## src/hdl/assert_macros.svh

```systemverilog
// Assertion macros for the RTL of the point ring block.
// Depends on nothing; the including module must have aclk and aresetn.
`ifndef ASSERT_MACROS_SVH
`define ASSERT_MACROS_SVH

// Clocked property check, switched off while reset is asserted.
`define ASSERT_CLK(name, prop, msg) \
    name: assert property (@(posedge aclk) disable iff (!aresetn) prop) \
        else $error(msg);

// Condition that must never be true at a clock edge.
`define ASSERT_NEVER(name, expr, msg) \
    `ASSERT_CLK(name, !(expr), msg)

`endif

```

## src/hdl/prl_ram.sv

```systemverilog
// Generic simple dual-port RAM: one write port, one registered read port.
// Depends on nothing.
module prl_ram #(
    parameter int WIDTH     = 8,
    parameter int DEPTH     = 256,
    parameter int ADDR_BITS = (DEPTH > 1) ? $clog2(DEPTH) : 1
) (
    input  logic                 aclk,
    input  logic                 wr_en,
    input  logic [ADDR_BITS-1:0] wr_addr,
    input  logic [WIDTH-1:0]     wr_data,
    input  logic                 rd_en,
    input  logic [ADDR_BITS-1:0] rd_addr,
    output logic [WIDTH-1:0]     rd_data
);

    logic [WIDTH-1:0] mem [DEPTH];

    // Write port.
    always_ff @(posedge aclk) begin
        if (wr_en) begin
            mem[wr_addr] <= wr_data;
        end
    end

    // Registered read port; the data holds until the next read.
    always_ff @(posedge aclk) begin
        if (rd_en) begin
            rd_data <= mem[rd_addr];
        end
    end

endmodule

```

## config.mk

```make
export PLATFORM = sky130hd
export DESIGN_NAME = prl_ram
export DESIGN_NICKNAME = d
export VERILOG_FILES = /design/src/hdl/assert_macros.svh /design/src/hdl/prl_ram.sv
export SDC_FILE = /design/constraint.sdc
export NUM_CORES = 2
export LEC_CHECK = 0
export BUFFER_PORTS_ARGS = -buffer_cell sky130_fd_sc_hd__buf_2
export CAP_MARGIN = 20
export CELL_PAD_IN_SITES_DETAIL_PLACEMENT = 1
export CELL_PAD_IN_SITES_GLOBAL_PLACEMENT = 2
export CORE_UTILIZATION = 40
export DETAILED_ROUTE_END_ITERATION = 10
export PLACE_DENSITY_LB_ADDON = 0.12
export RECOVER_POWER = 100
export SYNTH_ARGS = -nofsm -noshare
export SYNTH_HDL_FRONTEND = slang
export SYNTH_SLANG_ARGS = --single-unit
```

## constraint.sdc

```tcl
create_clock -name aclk -period 2.3 [get_ports aclk]
set_input_delay 0.23 -clock aclk [delete_from_list [all_inputs] [get_ports aclk]]
set_output_delay 0.23 -clock aclk [all_outputs]
set_load 0.02 [all_outputs]
```

==> flow_metrics.py <==
metrics = {
    "outcome": {
        "status": "finished, violations left",
        "violations": "capacitance limit, slew limit, setup timing",
    },
    "critical_path": {
        "critPathMaxStageDelay_ns": 0.49,
        "r2r-start": "mem[67][4]",
        "cp_data_arrival_time_ns": 3.05,
        "worstPathRequired_ns": 2.89,
        "critPathMaxFanout": 1,
        "slowest_stage": "mux4_2",
        "crit_chain": "mux4_2 -> mux4_2 -> nor2b_4 -> nor4_4 -> buf_4 -> nor4_2",
        "r2r-end": "rd_data[4]",
        "worstSetupStartpoint": "mem[67][4]",
        "cp-start-kind": "register",
        "critical_path.most_common_cell": "mux4_2",
        "crit_end": "rd_data[4]",
        "path_class": "reg2reg",
        "critPathCaptureType": "register",
        "reg2reg_depth": 6,
        "r2r_slack_ns": -0.16,
    },
    "power_and_ir_drop": {
        "sw_frac_of_total_pct": 21.7,
        "peakVddDrop_uv": 820,
        "p_leak_nw": 29.9,
        "total_power_mw": 80.2,
        "intPower_mw": 62.8,
        "power_per_cell_area_mw_per_mm2": 847,
        "p_switching_mw": 17.4,
        "clkPwrFrac_pct": 42.6,
        "seqPwrFrac_pct": 51.6,
        "combPwrFrac_pct": 5.8,
    },
    "synth": {
        "yosysWarnings": 0,
        "syn-num-nets": 3760,
        "avgSynthCellArea_um2": 21.3,
        "synth_top_area_share_pct": 77.5,
        "synth_adder_area_share_pct": 0,
        "yosysSeqAreaShare_pct": 77.5,
        "synth_edf_count": 2056,
        "synth_flop_cell": "edfxtp_1",
        "synth_top_area_cell": "edfxtp_1",
        "yosys-top-cells-area": "edfxtp_1 (78%), mux4_2 (13%), mux2i_1 (1.7%)",
        "syn-cell-area_mm2": 0.0796,
        "synth_mux_area_share_pct": 14.6,
        "synth_top_family_by_area": "multiplexers",
        "ys_types": 54,
        "async_reset_ff_share_pct": 0,
        "synth_compound_gate_area_share_pct": 3.42,
        "synth_simple_gate_area_share_pct": 2.63,
        "synth_xor_area_share_pct": 0,
        "netlist_instances": 3733,
        "ys_ff_latch": 2056,
    },
    "routing": {
        "vias_per_cell": 5.55,
        "wl_um": 228000,
        "vias": 40900,
        "drtIter0Drc": 3861,
        "drcViolationCount": 0,
        "wire_per_inst_um": 30.9,
        "dr.pass1.iters": 7,
        "ant_nets": 0,
    },
    "clocking": {
        "cts.sinks": 2056,
        "root_buffer": "clkbuf_16",
        "cts_tree": "built",
        "post_cts_buffers": 0,
        "clk_latency_ns": 0.86,
        "clock_path_buffers": 3,
        "clk_pin_slew_ns": 0.06,
        "htreeDepth": 4,
        "numCtsBuffers": 216,
    },
    "final_layout": {
        "final_nets": 4580,
        "syn2layout_area_growth_pct": 19.0,
        "drive_above_1_share_pct": 28.3,
        "finalInstanceArea_mm2": 0.0947,
        "fill_cells": 18100,
        "fin_util_pct": 47.9,
        "final_common_cell": "edfxtp_1",
        "layout_common_cells": "edfxtp_1 (2,056), mux4_2 (455), buf_4 (372)",
    },
    "die": {
        "ios": 35,
        "row_count": 163,
        "die_area_mm2": 0.201,
        "initial_core_util_pct": 40.3,
        "die_h_um": 448,
        "core_area_mm2": 0.198,
        "dieWidth_um": 448,
    },
    "grt": {
        "grt_pass1_wl_um": 326000,
        "grt_pass1_vias": 43300,
        "antenna_found_initial": 12,
        "track_usage_pct": 23.0,
        "gr-total-overflow": 0,
        "grt_max_degree": 85,
    },
    "timing": {
        "fmax_mhz": 406,
        "timing.final.crit_share_pct": 107,
        "setup_viol": 43,
        "period_needed_ns": 2.46,
        "final_max_slew_viol_count": 255,
        "rsz0062_at_grt": "yes",
        "fin_tns_setup_ns": -1.81,
        "finalHoldViolCount": 0,
        "worst_pin_slew_ns": 1.96,
        "max_slew_margin_pct": -30.4,
        "skew_ns": 0.0668,
        "setup_slack_ns": -0.163,
    },
    "placement": {
        "dp_hpwl_um": 150000,
        "gp_congestion": 0.801,
        "placed_area_mm2": 0.0892,
        "dp_slack_ns": -1.28,
        "port_buffers": 34,
    },
    "min_path": {
        "worstHoldPathType": "in2reg",
    },
    "job": {
        "max-cap-violations": 4,
    },
}
per-stage QoR:
stage,cells,hold slack (ns)
after CTS,7372,0.0360
after floorplan,3733,0.329
final,7377,0.140
after detailed placement,6969,0.681
after global placement,6969,0.671
after global routing,7372,0.102
layer usage:
layer  wire length [µm]  vias to the layer above  global-route usage, %
met5                  0                        -                      0
met4               4290                        0                   5.03
met3              11800                      241                   2.78
met2             111000                     1052                   37.4
met1             101000                    22300                   33.3
li1                   -                    17400                      -
power groups by stage:
stage | Sequential (mW) | Clock, mW | Combinational, mW
global placement | 42.2 | 0 | 4.71
floorplan | 42.2 | 0 | 2.01
finish | 41.4 | 34.2 | 4.63
CTS | 41.4 | 34.9 | 4.82
global route | 41.4 | 36.2 | 4.91
detailed placement | 42.2 | 0 | 4.75
registers in the layout (all words and copies together), names as in the netlist:
name	flops
mem	2048
rd_data	8
worst max-delay path: cells and delay by family, from the launching register on:
kind / cells / cell delay (ns)
and+or+nand+nor: 3 / 0.67
buffers and inverters: 1 / 0.20
DFF: 1 / 0.37
muxes: 2 / 0.97
cell families (layout without fill, tap and decap cells):
logic type / after synthesis / after routing
simple gates: 466 / 466
compound gates: 385 / 385
other cells: 0 / 7
mux: 591 / 591
buf+inv: 235 / 1232
flops: 2056 / 2056
how the worst min path moves through the flow:
stage | from | to | slack (ns) | depth (start not counted)
floorplan | wr_data[0] | mem[0][0] | 0.33 | 0
global placement | wr_data[0] | mem[87][0] | 0.67 | 1
detailed placement | wr_data[0] | mem[86][0] | 0.68 | 1
CTS | wr_addr[4] | mem[126][3] | 0.04 | 4
global route | wr_addr[5] | mem[126][3] | 0.10 | 4
finish | wr_addr[5] | mem[126][3] | 0.14 | 4
Yosys cell counts (all sizes together) (4+ instances only):
master and instances:
o22a 5, nor4 27, buf 122, mux2i 134
mux4 456, and2 6, nand2b 8, edfxtp 2056
clkbuf 111, nor2b 31, a22oi 133, o211ai 10
a21oi 96, or2 4, a2111oi 5, o221ai 47
o32ai 5, nand3 34, nand4 10, a221oi 14
nor3 22, a211oi 16, nor2 282, a22o 8
o22ai 28, nand2 33, o21ai 12
layout make-up:
cell class / instances / area [µm²] / share of cell area, %
clock inverter: 130 / 1230 / 1.30
timing repair buffer: 835 / 6020 / 6.36
sequential: 2056 / 61700 / 65.2
antenna: 7 / 17.5 / 0.0185
inverter: 2 / 7.51 / 0.00792
clock buffer: 265 / 5630 / 5.94
tap: 2640 / 3300 / 3.49
multi-input combinational: 1442 / 16800 / 17.7
what timing repair did:
| action | CTS | global route |
|---|---|---|
| cloned | 0 | 0 |
| gates resized for setup | 30 | 15 |
| pin swaps | 14 | 11 |
| hold endpoints to repair | 446 | 0 |
| setup endpoints to repair | 8 | 8 |
| hold buffers | 9 | 0 |
Note: power is estimated with default switching activity, not from simulation.
